[src/rtl/core/ttd_pkg.sv]
package ttd_pkg;

  localparam int ADC_BITS_DEF = 12;
  localparam int CFG_IDX_W    = 3;
  localparam int CFG_DATA_W   = 32;
  localparam int TIME_W       = 32;
  localparam int OFFSET_W     = 12;
  localparam int SPAN_W       = 16;
  localparam int MODE_W       = 2;

  localparam logic [CFG_IDX_W-1:0] REG_CALIB_START    = 3'd0;
  localparam logic [CFG_IDX_W-1:0] REG_CALIB_TIME     = 3'd1;
  localparam logic [CFG_IDX_W-1:0] REG_SWITCH_DEBOUNCE = 3'd2;
  localparam logic [CFG_IDX_W-1:0] REG_PRESS_OFFSET   = 3'd3;
  localparam logic [CFG_IDX_W-1:0] REG_RELEASE_OFFSET = 3'd4;
  localparam logic [CFG_IDX_W-1:0] REG_X_MARGIN       = 3'd5;

  localparam logic [TIME_W-1:0]   CALIB_START_RST    = 32'd0;
  localparam logic [SPAN_W-1:0]   CALIB_TIME_RST     = 16'd1200;
  localparam logic [SPAN_W-1:0]   SWITCH_DEBOUNCE_RST = 16'd300;
  localparam logic [OFFSET_W-1:0] PRESS_OFFSET_RST   = 12'd250;
  localparam logic [OFFSET_W-1:0] RELEASE_OFFSET_RST = 12'd120;
  localparam logic [OFFSET_W-1:0] X_MARGIN_RST       = 12'd250;

  localparam logic [MODE_W-1:0] MODE_ODOMETER = 2'd0;
  localparam logic [MODE_W-1:0] MODE_JOURNEY  = 2'd1;
  localparam logic [MODE_W-1:0] MODE_ENGINE   = 2'd2;
  localparam logic [MODE_W-1:0] MODE_INVALID  = 2'd3;

  typedef struct packed {
    logic [TIME_W-1:0]   calib_start_ms;
    logic [SPAN_W-1:0]   calib_time_ms;
    logic [SPAN_W-1:0]   switch_debounce_ms;
    logic [OFFSET_W-1:0] press_offset;
    logic [OFFSET_W-1:0] release_offset;
    logic [OFFSET_W-1:0] x_margin;
  } cfg_t;

  typedef struct packed {
    logic              is_calibrated;
    logic              touch_down;
    logic              mode_switched;
    logic [MODE_W-1:0] display_mode;
  } status_t;

endpackage

[src/rtl/core/ttd_cfg_regs.sv]
module ttd_cfg_regs (
  input  logic                              clk,
  input  logic                              rst_n,
  input  logic                              cfg_valid,
  input  logic [ttd_pkg::CFG_IDX_W-1:0]     cfg_index,
  input  logic [ttd_pkg::CFG_DATA_W-1:0]    cfg_data,
  output ttd_pkg::cfg_t                     cfg_o
);

  ttd_pkg::cfg_t cfg_r;

  always_ff @(posedge clk) begin
    if (!rst_n) begin
      cfg_r.calib_start_ms     <= ttd_pkg::CALIB_START_RST;
      cfg_r.calib_time_ms      <= ttd_pkg::CALIB_TIME_RST;
      cfg_r.switch_debounce_ms <= ttd_pkg::SWITCH_DEBOUNCE_RST;
      cfg_r.press_offset       <= ttd_pkg::PRESS_OFFSET_RST;
      cfg_r.release_offset     <= ttd_pkg::RELEASE_OFFSET_RST;
      cfg_r.x_margin           <= ttd_pkg::X_MARGIN_RST;
    end else if (cfg_valid) begin
      case (cfg_index)
        ttd_pkg::REG_CALIB_START:     cfg_r.calib_start_ms <= cfg_data;
        ttd_pkg::REG_CALIB_TIME:      cfg_r.calib_time_ms <= cfg_data[ttd_pkg::SPAN_W-1:0];
        ttd_pkg::REG_SWITCH_DEBOUNCE: begin
          cfg_r.switch_debounce_ms <= cfg_data[ttd_pkg::SPAN_W-1:0];
        end
        ttd_pkg::REG_PRESS_OFFSET:    cfg_r.press_offset <= cfg_data[ttd_pkg::OFFSET_W-1:0];
        ttd_pkg::REG_RELEASE_OFFSET:  cfg_r.release_offset <= cfg_data[ttd_pkg::OFFSET_W-1:0];
        ttd_pkg::REG_X_MARGIN:        cfg_r.x_margin <= cfg_data[ttd_pkg::OFFSET_W-1:0];
        default: ;
      endcase
    end
  end

  assign cfg_o = cfg_r;

endmodule

[src/rtl/core/ttd_smooth.sv]
module ttd_smooth #(
  parameter int ADC_BITS = ttd_pkg::ADC_BITS_DEF
) (
  input  logic                clk,
  input  logic                rst_n,
  input  logic                upd,
  input  logic [ADC_BITS-1:0] raw,
  output logic [ADC_BITS-1:0] ema_nxt
);

  // 7*ema + 3*raw stays below 10 * 2^ADC_BITS, so four extra bits suffice.
  localparam int SUM_W = ADC_BITS + 4;
  localparam int SHIFT = SUM_W + 3;
  localparam int MUL_W = SUM_W + SHIFT;
  localparam logic [SHIFT-1:0] RECIP =
    SHIFT'(((64'd1 << SHIFT) + 64'd9) / 64'd10);

  logic [ADC_BITS-1:0] ema_r;
  logic [SUM_W-1:0]    sum;
  logic [MUL_W-1:0]    prod;

  assign sum = (SUM_W'(ema_r) << 3) - SUM_W'(ema_r) + (SUM_W'(raw) << 1) + SUM_W'(raw);
  assign prod = MUL_W'(sum) * MUL_W'(RECIP);
  assign ema_nxt = prod[SHIFT +: ADC_BITS];

  always_ff @(posedge clk) begin
    if (!rst_n) begin
      ema_r <= '0;
    end else if (upd) begin
      ema_r <= ema_nxt;
    end
  end

endmodule

[src/rtl/core/ttd_tap_ctl.sv]
module ttd_tap_ctl #(
  parameter int ADC_BITS = ttd_pkg::ADC_BITS_DEF
) (
  input  logic                            clk,
  input  logic                            rst_n,
  input  logic                            upd,
  input  ttd_pkg::cfg_t                   cfg,
  input  logic [ADC_BITS-1:0]             ema_y_nxt,
  input  logic [ADC_BITS-1:0]             ema_x_nxt,
  input  logic [ttd_pkg::TIME_W-1:0]      now_ms,
  output ttd_pkg::status_t                status_nxt
);

  localparam int TH_W = ((ADC_BITS > ttd_pkg::OFFSET_W) ? ADC_BITS : ttd_pkg::OFFSET_W) + 1;

  logic [ADC_BITS-1:0]              base_y_r;
  logic [ADC_BITS-1:0]              base_x_r;
  logic                             cal_r;
  logic                             pressed_r;
  logic [ttd_pkg::TIME_W-1:0]       last_switch_r;
  logic [ttd_pkg::MODE_W-1:0]       mode_r;

  logic                             latch_now;
  logic                             cal_nxt;
  logic                             pressed_nxt;
  logic                             switched;
  logic [ttd_pkg::MODE_W-1:0]       mode_nxt;
  logic [ttd_pkg::TIME_W-1:0]       since_start;
  logic [ttd_pkg::TIME_W-1:0]       since_switch;
  logic [TH_W-1:0]                  thr_press_y;
  logic [TH_W-1:0]                  thr_press_x;
  logic [TH_W-1:0]                  thr_rel_y;
  logic [TH_W-1:0]                  thr_rel_x;
  logic                             hit_y;
  logic                             hit_x;
  logic                             active;
  logic                             release_ok;

  assign since_start  = now_ms - cfg.calib_start_ms;
  assign since_switch = now_ms - last_switch_r;
  assign latch_now    = !cal_r && (since_start >= ttd_pkg::TIME_W'(cfg.calib_time_ms));
  assign cal_nxt      = cal_r || latch_now;

  assign thr_press_y = TH_W'(base_y_r) + TH_W'(cfg.press_offset);
  assign thr_press_x = TH_W'(base_x_r) + TH_W'(cfg.x_margin);
  assign thr_rel_y   = TH_W'(base_y_r) + TH_W'(cfg.release_offset);
  assign thr_rel_x   = TH_W'(base_x_r) + TH_W'(cfg.x_margin >> 1);

  // On the sample that latches the baselines, the filtered value equals the
  // new baseline, so only a zero offset can register a press.
  assign hit_y = latch_now ? (cfg.press_offset == '0) : (TH_W'(ema_y_nxt) >= thr_press_y);
  assign hit_x = latch_now ? (cfg.x_margin == '0) : (TH_W'(ema_x_nxt) >= thr_press_x);
  assign active = cal_nxt && (hit_y || hit_x);
  assign release_ok = (TH_W'(ema_y_nxt) <= thr_rel_y) && (TH_W'(ema_x_nxt) <= thr_rel_x);

  always_comb begin
    pressed_nxt = pressed_r;
    switched    = 1'b0;
    mode_nxt    = mode_r;
    if (!pressed_r && active) begin
      pressed_nxt = 1'b1;
      if (since_switch > ttd_pkg::TIME_W'(cfg.switch_debounce_ms)) begin
        switched = 1'b1;
        case (mode_r)
          ttd_pkg::MODE_ODOMETER: mode_nxt = ttd_pkg::MODE_JOURNEY;
          ttd_pkg::MODE_JOURNEY:  mode_nxt = ttd_pkg::MODE_ENGINE;
          default:                mode_nxt = ttd_pkg::MODE_ODOMETER;
        endcase
      end
    end else if (pressed_r && release_ok) begin
      pressed_nxt = 1'b0;
    end
  end

  always_ff @(posedge clk) begin
    if (!rst_n) begin
      base_y_r      <= '0;
      base_x_r      <= '0;
      cal_r         <= 1'b0;
      pressed_r     <= 1'b0;
      last_switch_r <= '0;
      mode_r        <= ttd_pkg::MODE_ODOMETER;
    end else if (upd) begin
      if (latch_now) begin
        base_y_r <= ema_y_nxt;
        base_x_r <= ema_x_nxt;
      end
      if (switched) begin
        last_switch_r <= now_ms;
      end
      cal_r     <= cal_nxt;
      pressed_r <= pressed_nxt;
      mode_r    <= mode_nxt;
    end
  end

  assign status_nxt.is_calibrated = cal_nxt;
  assign status_nxt.touch_down    = pressed_nxt;
  assign status_nxt.mode_switched = switched;
  assign status_nxt.display_mode  = mode_nxt;

endmodule

[src/rtl/core/touch_tap_detector.sv]
// Tap detector for a resistive touch panel. Each input transaction is one
// poll sample (raw Y, raw X, millisecond timestamp) and yields exactly one
// output transaction with the smoothed readings, the calibration flag, the
// pressed state, a mode-switch strobe and the current display mode. A sample
// is registered on entry, and the whole filter-and-threshold update of the
// state registers is then made into an output register when that register is
// empty or not stalled, so one transaction is taken every clock cycle while
// the output does not stall. One further sample can be held while a result
// is stalled on the output. Configuration writes are always ready and are
// meant for when the block is idle.
module touch_tap_detector #(
  parameter int ADC_BITS = ttd_pkg::ADC_BITS_DEF
) (
  input  logic                           clk,
  input  logic                           rst_n,
  input  logic                           in_valid,
  output logic                           in_stall,
  input  logic [ADC_BITS-1:0]            in_raw_y,
  input  logic [ADC_BITS-1:0]            in_raw_x,
  input  logic [ttd_pkg::TIME_W-1:0]     in_now_ms,
  output logic                           out_valid,
  input  logic                           out_stall,
  output logic [ADC_BITS-1:0]            out_filtered_y,
  output logic [ADC_BITS-1:0]            out_filtered_x,
  output logic                           out_is_calibrated,
  output logic                           out_touch_down,
  output logic                           out_mode_switched,
  output logic [ttd_pkg::MODE_W-1:0]     out_display_mode,
  input  logic                           cfg_valid,
  output logic                           cfg_ready,
  input  logic [ttd_pkg::CFG_IDX_W-1:0]  cfg_index,
  input  logic [ttd_pkg::CFG_DATA_W-1:0] cfg_data
);

  ttd_pkg::cfg_t    cfg;
  ttd_pkg::status_t status_nxt;
  ttd_pkg::status_t status_r;

  logic                          s1_vld_r;
  logic [ADC_BITS-1:0]           s1_raw_y_r;
  logic [ADC_BITS-1:0]           s1_raw_x_r;
  logic [ttd_pkg::TIME_W-1:0]    s1_now_r;
  logic                          out_vld_r;
  logic [ADC_BITS-1:0]           filt_y_r;
  logic [ADC_BITS-1:0]           filt_x_r;
  logic [ADC_BITS-1:0]           ema_y_nxt;
  logic [ADC_BITS-1:0]           ema_x_nxt;
  logic                          adv;
  logic                          in_acc;
  logic                          upd;

  assign adv      = !out_vld_r || !out_stall;
  assign in_stall = s1_vld_r && !adv;
  assign in_acc   = in_valid && !in_stall;
  assign upd      = s1_vld_r && adv;
  assign cfg_ready = 1'b1;

  always_ff @(posedge clk) begin
    if (!rst_n) begin
      s1_vld_r  <= 1'b0;
      out_vld_r <= 1'b0;
    end else begin
      if (in_acc) begin
        s1_vld_r <= 1'b1;
      end else if (adv) begin
        s1_vld_r <= 1'b0;
      end
      if (adv) begin
        out_vld_r <= s1_vld_r;
      end
    end
  end

  always_ff @(posedge clk) begin
    if (in_acc) begin
      s1_raw_y_r <= in_raw_y;
      s1_raw_x_r <= in_raw_x;
      s1_now_r   <= in_now_ms;
    end
    if (upd) begin
      filt_y_r <= ema_y_nxt;
      filt_x_r <= ema_x_nxt;
      status_r <= status_nxt;
    end
  end

  ttd_cfg_regs u_cfg (
    .clk       (clk),
    .rst_n     (rst_n),
    .cfg_valid (cfg_valid && cfg_ready),
    .cfg_index (cfg_index),
    .cfg_data  (cfg_data),
    .cfg_o     (cfg)
  );

  ttd_smooth #(.ADC_BITS(ADC_BITS)) u_smooth_y (
    .clk     (clk),
    .rst_n   (rst_n),
    .upd     (upd),
    .raw     (s1_raw_y_r),
    .ema_nxt (ema_y_nxt)
  );

  ttd_smooth #(.ADC_BITS(ADC_BITS)) u_smooth_x (
    .clk     (clk),
    .rst_n   (rst_n),
    .upd     (upd),
    .raw     (s1_raw_x_r),
    .ema_nxt (ema_x_nxt)
  );

  ttd_tap_ctl #(.ADC_BITS(ADC_BITS)) u_ctl (
    .clk        (clk),
    .rst_n      (rst_n),
    .upd        (upd),
    .cfg        (cfg),
    .ema_y_nxt  (ema_y_nxt),
    .ema_x_nxt  (ema_x_nxt),
    .now_ms     (s1_now_r),
    .status_nxt (status_nxt)
  );

  assign out_valid         = out_vld_r;
  assign out_filtered_y    = filt_y_r;
  assign out_filtered_x    = filt_x_r;
  assign out_is_calibrated = status_r.is_calibrated;
  assign out_touch_down    = status_r.touch_down;
  assign out_mode_switched = status_r.mode_switched;
  assign out_display_mode  = status_r.display_mode;

endmodule

[config.mk]
export PLATFORM = sky130hd
export DESIGN_NAME = touch_tap_detector
export DESIGN_NICKNAME = d
export VERILOG_FILES = /design/src/rtl/core/ttd_pkg.sv /design/src/rtl/core/ttd_cfg_regs.sv /design/src/rtl/core/ttd_smooth.sv /design/src/rtl/core/ttd_tap_ctl.sv /design/src/rtl/core/touch_tap_detector.sv
export SDC_FILE = /design/constraint.sdc
export NUM_CORES = 1
export LEC_CHECK = 0
export BUFFER_PORTS_ARGS = -buffer_cell sky130_fd_sc_hd__buf_2
export CELL_PAD_IN_SITES_DETAIL_PLACEMENT = 0
export CELL_PAD_IN_SITES_GLOBAL_PLACEMENT = 1
export CORE_MARGIN = 3
export CORE_UTILIZATION = 54
export CTS_CLUSTER_DIAMETER = 80
export DETAILED_ROUTE_END_ITERATION = 6
export HOLD_SLACK_MARGIN = 0.02
export PLACE_DENSITY_LB_ADDON = 0.12
export SYNTH_ARGS = -nofsm -noshare
export SYNTH_HDL_FRONTEND = slang
export SYNTH_HIERARCHICAL = 1
export SYNTH_SLANG_ARGS = --single-unit
[constraint.sdc]
create_clock -name clk -period 15.1 [get_ports clk]
set_input_delay 3.02 -clock clk [delete_from_list [all_inputs] [get_ports clk]]
set_output_delay 3.02 -clock clk [all_outputs]
set_load 0.02 [all_outputs]
**Word level (Yosys, flattened, before mapping)**

Index checks and enable logic that the tools add are counted.
Widths: inputs -> output; s select.

- Bits in registers: 271
- Bits of input ports: 96
- Output and inout port bits: 32

- Add/subtract/negate cells: 12
- Eq/ne operators: 6
- Mux-type cells: 11
- Reductions and logical operators: 30
- $lt $le $gt $ge: 6
- $mul: 2

Operators with widths:

| operator | count |
|---|---|
| $sub 32x32->32 | 2 |
| $mul 16x16->31 const B | 2 |
| $add 12x12->13 | 3 |
| $add 16x12->16 | 2 |
| $add 16x13->16 | 2 |
| $ge 32x16->1 | 1 |
| $gt 32x16->1 | 1 |
| $sub 15x12->16 | 2 |
| $ge 12x13->1 | 2 |
| $le 12x13->1 | 2 |
| $logic_not 12->1 | 2 |
| $reduce_and 2->1 | 8 |
| $add 12x11->13 | 1 |
| $logic_and 1x1->1 | 8 |
| $mux 1 | 8 |
| $eq 3x2->1 const B | 2 |
| $eq 3x3->1 const B | 2 |
| $logic_not 1->1 | 6 |
| $mux 2 | 2 |
| $pmux 2 s2 | 1 |
| $eq 3x1->1 const B | 1 |
| $logic_not 3->1 | 1 |
| $logic_or 1x1->1 | 3 |
| $eq 2x1->1 const B | 1 |
| 2 further kinds | 2 |

**Longest topological paths before layout**

Gate-level depths: netlist of the first run.

- Depth in word-level cells: 11
- Gate-level depth with buffers: 45
- Depth with buffers taken out: 44

**By module**

The synthesis of the first run kept the hierarchy.

Modules (own cells, without submodules):

| module | instances | area an instance (um^2) | cells an instance |
|---|---|---|---|
| ttd_tap_ctl | 1 | 9895.7 | 1318 |
| ttd_smooth at u_smooth_x | 1 | 6354.8 | 705 |
| ttd_smooth at u_smooth_y | 1 | 6286.0 | 674 |
| ttd_cfg_regs | 1 | 3885.0 | 378 |
| touch_tap_detector | 1 | 2647.5 | 95 |

**Least setup slack after synthesis of the first run**

OpenSTA, ideal clock, no wires.

- Kind: reg2reg
- Start point: register s1_raw_y_r[2]
- End point: register u_ctl/last_switch_r[10] (netlist name)
- Period minus slack after synthesis: 9993 ps
- Stages on the path, launching flop included: 39
- Library setup time: 72 ps
- Arrival: 9922 ps
- Path slack: 5107 ps
- Cell sequence: edfxtp_1 fa_1 fa_1 ha_1 a21o_1 a21o_1 a21oi_1 nor2_1 o21ai_0 nand2b_1 a21oi_1 xnor2_1 ha_1 fa_1 fa_1 fa_1 fa_1 inv_1 [... 3 more ...] and3_1 and3_1 o31ai_4 o22ai_2 o41ai_2 a31oi_2 a21oi_1 xor2_1 ha_1 nor2_1 nor3_1 o311a_1 o211ai_1 a32oi_1 o311ai_4 nor2_8 buf_6 mux2i_1

- Longest elaborated chain between the ends: 10

RTL lines:

| what | line | text |
|---|---|---|
| from (decl) | touch_tap_detector.sv:40 | `logic [ADC_BITS-1:0] s1_raw_y_r;` |
| from (signal assigned) | touch_tap_detector.sv:76 | `s1_raw_y_r <= in_raw_y;` |
| $add 16x13->16 | ttd_smooth.sv:22 | `assign sum = (SUM_W'(ema_r) << 3) - SUM_W'(ema_r) + (SUM_W'(raw) << 1) + SUM_W'(raw);` |
| $add 16x12->16 * | ttd_smooth.sv:22 |  |
| $mul 16x16->31 * | ttd_smooth.sv:23 | `assign prod = MUL_W'(sum) * MUL_W'(RECIP);` |
| named net ema_y_nxt[11] | touch_tap_detector.sv:46 | `logic [ADC_BITS-1:0] ema_y_nxt;` |
| $ge 12x13->1 * | ttd_tap_ctl.sv:51 | `assign hit_y = latch_now ? (cfg.press_offset == '0) : (TH_W'(ema_y_nxt) >= thr_press_y);` |
| $mux 1 * | ttd_tap_ctl.sv:51 |  |
| $logic_or 1x1->1 * | ttd_tap_ctl.sv:53 | `assign active = cal_nxt && (hit_y \|\| hit_x);` |
| $logic_and 1x1->1 * | ttd_tap_ctl.sv:53 |  |
| $logic_and 1x1->1 * | ttd_tap_ctl.sv:60 | `if (!pressed_r && active) begin` |
| $mux 1 * | ttd_tap_ctl.sv:60 |  |
| $reduce_and 2->1 (no line) * | n/a |  |
| to (signal assigned) | ttd_tap_ctl.sv:89 | `last_switch_r <= now_ms;` |
| to (decl) | ttd_tap_ctl.sv:20 | `logic [ttd_pkg::TIME_W-1:0] last_switch_r;` |

The timed path passes the listed nets; every way through them passes the cells marked *.
A chain may end at the register's enable or synchronous reset.

**Final worst setup path of the first run**

- Start point: register s1_raw_y_r[2]
- End point: register u_ctl/last_switch_r[0] (netlist name)

Same word-level chain as after synthesis.

==> results of run 1 <==
[worst max-delay path by stage]
stage	startpoint	to	slack [ps]	cells after the start
finish	s1_raw_y_r[2]$_DFFE_PP_	u_ctl/last_switch_r[0]$_SDFFE_PN0P_	3570	40
detailed placement	s1_raw_y_r[2]$_DFFE_PP_	u_ctl/last_switch_r[3]$_SDFFE_PN0P_	3590	40
floorplan	s1_raw_y_r[2]$_DFFE_PP_	u_ctl/last_switch_r[10]$_SDFFE_PN0P_	5110	38
CTS	s1_raw_y_r[2]$_DFFE_PP_	u_ctl/last_switch_r[21]$_SDFFE_PN0P_	3540	40
global placement	s1_raw_y_r[2]$_DFFE_PP_	u_ctl/last_switch_r[0]$_SDFFE_PN0P_	3740	40
global route	s1_raw_y_r[2]$_DFFE_PP_	u_ctl/last_switch_r[16]$_SDFFE_PN0P_	2890	39
[registers in the layout, indices dropped and copies added (netlist names), 12 cells and up]
name                 flops
s1_raw_x_r              12
s1_now_r                32
out_filtered_y          12
s1_raw_y_r              12
u_smooth_y/ema_r        12
u_ctl/base_x_r          12
u_ctl/last_switch_r     32
u_smooth_x/ema_r        12
u_ctl/base_y_r          12
out_filtered_x          12
u_cfg/cfg_o            100
[synth_stat cells, drive strengths merged (7+ instances only)]
cell type    n
o21bai      23
o2111ai      9
and4        11
a211oi      15
xor2        72
o211ai      25
nand2      313
o31ai       15
o21ai      119
nand4       29
and3        14
mux2i      142
nor2       116
xnor2      101
a22o         7
a31oi       17
nor3        33
dfxtp      186
ha         477
nand3       63
and2        15
nor2b       63
inv        508
o21a        27
a21o        65
a21oi      172
buf         30
clkbuf      50
nand2b      28
nor4        12
edfxtp      85
fa         200
a211o        9
a21boi      10
[logic make-up after synthesis]
kind of cell | after synthesis | share of synthesized area
AOI/OAI and AO/OA | 578 | 0.1346
xor gates and xnor gates | 173 | 0.05290
adders and majority gates | 677 | 0.3430
buffers and inverters | 588 | 0.07976
DFF | 271 | 0.2159
muxes | 144 | 0.04967
other | 1 | 0.0001290
and+or+nand+nor | 738 | 0.1240
[worst max-delay path, delay by kind of cell, from the launching register on]
family / cells / cell delay (ps)
multiplexers: 1 / 260
flip-flops: 1 / 440
XOR/XNOR: 4 / 1180
AND/OR/NAND/NOR: 4 / 1070
buffers and inverters: 6 / 720
AO/OA/AOI/OAI: 14 / 3010
adder cells (fa/ha/maj): 11 / 4730
[stage by stage]
| stage | cells | hold slack [ps] | setup slack, ps | area, um^2 |
|---|---|---|---|---|
| 2_1_floorplan | 3170 | 425.1 | 5107 | 29070 |
| 6_report | 3986 | 457.0 | 3569 | 31500 |
| 3_3_place_gp | 3923 | 441.7 | 3742 | 30330 |
| 3_5_place_dp | 3923 | 447.9 | 3588 | 30330 |
| 4_1_cts | 3986 | 456.9 | 3543 | 31500 |
| 5_1_grt | 3986 | 472.9 | 2891 | 31500 |
[cell usage in the layout, fill, tap and decap left out, types with 65 or more instances in the layout]
master      n
inv_1     508
ha_1      477
nand2_1   313
fa_1      200
dfxtp_1   186
a21oi_1   166
mux2i_1   142
buf_2     125
o21ai_0   113
nor2_1    113
xnor2_1    98
edfxtp_1   85
xor2_1     72
a21o_1     65
[layout make-up]
cell class	instances	area share
multi-input combinational	2311	0.6506
tap	688	0.02733
timing repair buffer	145	0.02522
clock inverter	18	0.005442
inverter	508	0.06054
clock buffer	45	0.03162
sequential	271	0.1992
[per-layer routing]
layer	share of wire	track usage	wire, um
met5	0	0	0
met3	0.030	0.02774	2207
met2	0.50	0.4771	37170
met4	0.025	0.07019	1879
met1	0.44	0.3324	32590
==> flow_summary.toml, run 1 <==
[setup_path]
cp_slowest_cell = "nor2_8"
worstPathArrival_ps = 12010
worstSetupStartpointType = "flop"
endpoint_kind = "flop"
r2r_start = "s1_raw_y_r[2]$_DFFE_PP_"
rr_worst_depth = 40
cp_max_fo = 33
reg2reg_to = "u_ctl/last_switch_r[0]$_SDFFE_PN0P_"
path_class = "flop to flop"
critPathMaxStageDelay_ps = 650
reg2reg_setup_slack_ps = 3570
critPathRequiredTime_ps = 15580

[route]
drcViolationCount = 0
wire_per_inst_um = 18.53
wirelength_um = 73840
drtPass1Iterations = 5
drtAntennaViolNets = 0
drt_iter0_markers = 1217
vias = 22234
vias_per_cell = 5.578

[finish]
drive_gt1_frac = 0.07823
n_fill_cell = 4737
diodes = 0
final-seq-area_um2 = 6276
utilization = 0.5958
multiInputGateArea_um2 = 20490
area_growth_syn_to_layout_pct = 8.359
final_nets = 4045

[synth]
synthArstFlopShare = 0
seq_area_frac_synth = 0.2159
synth_top_area_cell = "ha_1"
synth_top_area_frac = 0.2053
netlist_area_um2 = 29070
synth_ff_type = "dfxtp_1"
ys_types = 107
synth_area_per_cell_um2 = 9.170
syn-num-nets = 3943
ys_seq_elements = 271
synth_warnings = 6
ys_top_cells_by_area = "ha_1, fa_1, dfxtp_1, edfxtp_1, inv_1"
syn_inst = 3170
synth_edf_count = 85

[placement]
hpwl_um = 60490
port_buffers = 126
place.gp.congestion = 0.9276

[run]
drv_cap = 0

[sta]
slew_headroom = 0.1750
period_needed_ps = 11530
setup_violations = 0
slew_violations = 0
final_hold_viol_count = 0
tightest_slew_ps = 1230
tns_ps = 0
finalClockSkew_ps = 16.36
fmax_mhz = 86.72
rsz0062_at_grt = "no"
timing.final.crit_share = 0.7636

[clock_tree]
clockRootBuffer = "clkbuf_16"
ctsLongestPathBuffers = 3
clk_latency_ps = 560
cts_tree = "done"
cts_setup_buffers = 0
cts.sinks = 271
hold_buffers = 0
cts_buffers = 35
h-tree-depth = 2
cts_resized = 0
path_clk_slew_ps = 60

[global_routing]
gr-usage-all-layers = 0.2623
grt_overflow = 0
grt_max_degree = 206
antenna_found_initial = 0
grt_pass1_wl_um = 119400
grt_pass1_vias = 22851

[floorplanning]
core_um2 = 52870
io_pins = 128
dieArea_um2 = 56650
die_h_um = 238.0
die_w_um = 238.0
num_rows = 84
start_util = 0.5499

[worst_hold_path]
min_from = "u_ctl/last_switch_r[4]$_SDFFE_PN0P_"
hold-path-endpoint = "u_ctl/last_switch_r[4]$_SDFFE_PN0P_"
hp-class = "flop to flop"
whs_path_depth = 2

[outcome]
outcome = "complete, no violations"
Power of run 1 is left out: the tool's default activity adds up to more than one toggle a clock period on the data nets, which glitch-free logic cannot reach.
==> run 2, diff against run 1 <==
--- a/config.mk
+++ b/config.mk
@@ -9,7 +9,7 @@
 export CELL_PAD_IN_SITES_DETAIL_PLACEMENT = 0
 export CELL_PAD_IN_SITES_GLOBAL_PLACEMENT = 1
 export CORE_MARGIN = 3
-export CORE_UTILIZATION = 54
+export CORE_UTILIZATION = 45
 export CTS_CLUSTER_DIAMETER = 80
 export DETAILED_ROUTE_END_ITERATION = 6
 export HOLD_SLACK_MARGIN = 0.02
==> constraint.sdc (replaced) <==
create_clock -name clk -period 9.6 [get_ports clk]
set_input_delay 1.92 -clock clk [delete_from_list [all_inputs] [get_ports clk]]
set_output_delay 1.92 -clock clk [all_outputs]
set_load 0.02 [all_outputs]
==> run 2 against run 1 <==
The run now ends with negative setup slack left. Utilization down 4.2 points. Routed wire length up 9.5%. Register-to-register slack worse by 3900 ps. First-iteration DRC count down 20%. Via count up 4.6%. Worst setup slack worse by 3900 ps. Non-clock buffer count up 277. Final cell count up 11%. Design area up 12%.
==> flow_summary.toml, run 2 (synthesized netlist as in run 1, its figures left out) <==
[finish]
final_nets = 4323
utilization = 0.5536
design_area_um2 = 35180
layout_commonest_cell = "inv_1"
largest_reg_flops = 100
n_fill_cell = 5894
area_growth_syn_to_layout_pct = 21.02
layout_common_cells = "inv_1, ha_1, nand2_1, buf_4, fa_1"
diodes = 0
drive_gt1_frac = 0.1996

[setup_path]
cp_slowest_cell = "fa_2"
reg2reg_setup_slack_ps = -310
critPathMaxStageDelay_ps = 610
endpoint_kind = "flop"
reg2reg_to = "u_ctl/last_switch_r[11]$_SDFFE_PN0P_"
worstPathArrival_ps = 10400
cp_max_fo = 6
critPathRequiredTime_ps = 10090
r2r_start = "s1_raw_y_r[3]$_DFFE_PP_"
worstSetupStartpointType = "flop"
path_class = "flop to flop"
rr_worst_depth = 43

[route]
drt_iter0_markers = 971
vias_per_cell = 5.256
wire_per_inst_um = 18.28
drcViolationCount = 0
drtAntennaViolNets = 0
wirelength_um = 80860
drtPass1Iterations = 5
vias = 23254

[sta]
layout_setup_ws_ps = -309.0
finalClockSkew_ps = 24.87
slew_headroom = 0.2329
setup_violations = 37
tightest_slew_ps = 1144
fmax_mhz = 100.9
whs_ps = 455.1
timing.final.crit_share = 1.032
period_needed_ps = 9909
rsz0062_at_grt = "yes"
final_hold_viol_count = 0
slew_violations = 0

[clock_tree]
clockRootBuffer = "clkbuf_16"
cts_buffers = 36
cts_tree = "done"
ctsLongestPathBuffers = 3
h-tree-depth = 2
cts.sinks = 271
path_clk_slew_ps = 60
clk_latency_ps = 570

[outcome]
outcome = "complete, but fails checks"
violations = "negative setup slack"

[floorplanning]
die_h_um = 260.2
die_w_um = 260.2
io_pins = 128
dieArea_um2 = 67680
core_um2 = 63540
num_rows = 92
start_util = 0.4575

[worst_hold_path]
hold-path-endpoint = "u_ctl/last_switch_r[9]$_SDFFE_PN0P_"
min_from = "u_ctl/last_switch_r[9]$_SDFFE_PN0P_"
whs_path_depth = 2
hp-class = "flop to flop"

[global_routing]
antenna_found_initial = 1
grt_max_degree = 171
grt_pass1_vias = 24008
grt_overflow = 0
grt_pass1_wl_um = 126800
gr-usage-all-layers = 0.2365

[placement]
port_buffers = 126
dpl_cell_area_um2 = 32370
place.gp.congestion = 0.9311
hpwl_um = 64990

[run]
drv_cap = 0
==> run 2: what timing repair did <==
item | in CTS | in global routing
cloned | 3 | 0
hold buffers | 0 | 0
pin swaps | 74 | 154
endpoints found under the setup margin | 39 | 39
setup buffers | 21 | 27
gates resized for setup | 98 | 121
==> run 2: layout make-up <==
| class | instances | area (um^2) | share of cell area |
|---|---|---|---|
| Sequential cell | 271 | 6277 | 0.1784 |
| Inverter | 508 | 1907 | 0.05420 |
| Tap cell | 846 | 1059 | 0.03009 |
| Timing Repair Buffer | 422 | 3034 | 0.08625 |
| Multi-Input combinational cell | 2311 | 21670 | 0.6159 |
| Clock inverter | 15 | 198.9 | 0.005655 |
| Clock buffer | 51 | 1037 | 0.02948 |
==> run 2: through the flow <==
stage          worst slack, ps  cells  setup TNS, ps
2_1_floorplan            1.043   3170              0
3_3_place_gp            -718.9   4308         -25780
3_5_place_dp            -838.8   4308         -29910
6_report                -309.0   4424          -8859
5_1_grt                 -648.3   4424         -21280
4_1_cts                 -364.1   4398         -10600
==> run 2: worst max-delay path by stage <==
stage                            startpoint                                    to
finish              s1_raw_y_r[3]$_DFFE_PP_  u_ctl/last_switch_r[11]$_SDFFE_PN0P_
global route        s1_raw_y_r[3]$_DFFE_PP_  u_ctl/last_switch_r[20]$_SDFFE_PN0P_
CTS                 s1_raw_y_r[6]$_DFFE_PP_  u_ctl/last_switch_r[20]$_SDFFE_PN0P_
detailed placement  s1_raw_x_r[5]$_DFFE_PP_  u_ctl/last_switch_r[17]$_SDFFE_PN0P_
global placement    s1_raw_x_r[5]$_DFFE_PP_   u_ctl/last_switch_r[1]$_SDFFE_PN0P_
floorplan           s1_raw_x_r[4]$_DFFE_PP_  u_ctl/last_switch_r[10]$_SDFFE_PN0P_
==> run 2: critical path, delay by kind of cell, from the launching register on <==
kind	cells	cell delay (ps)
muxes	1	170
DFF	1	400
xor gates and xnor gates	2	300
adders and majority gates	11	4560
buffers and inverters	11	1370
and+or+nand+nor	5	710
AOI/OAI and AO/OA	13	2320
==> run 2: routing by layer <==
metal | global-route usage | vias up | wire length [um]
li1 | - | 11582 | -
met1 | 0.2986 | 11161 | 35780
met2 | 0.4159 | 388 | 39750
met3 | 0.02707 | 123 | 2549
met4 | 0.08548 | 0 | 2781
met5 | 0 | - | 0
Power of run 2 is left out for the same reason.
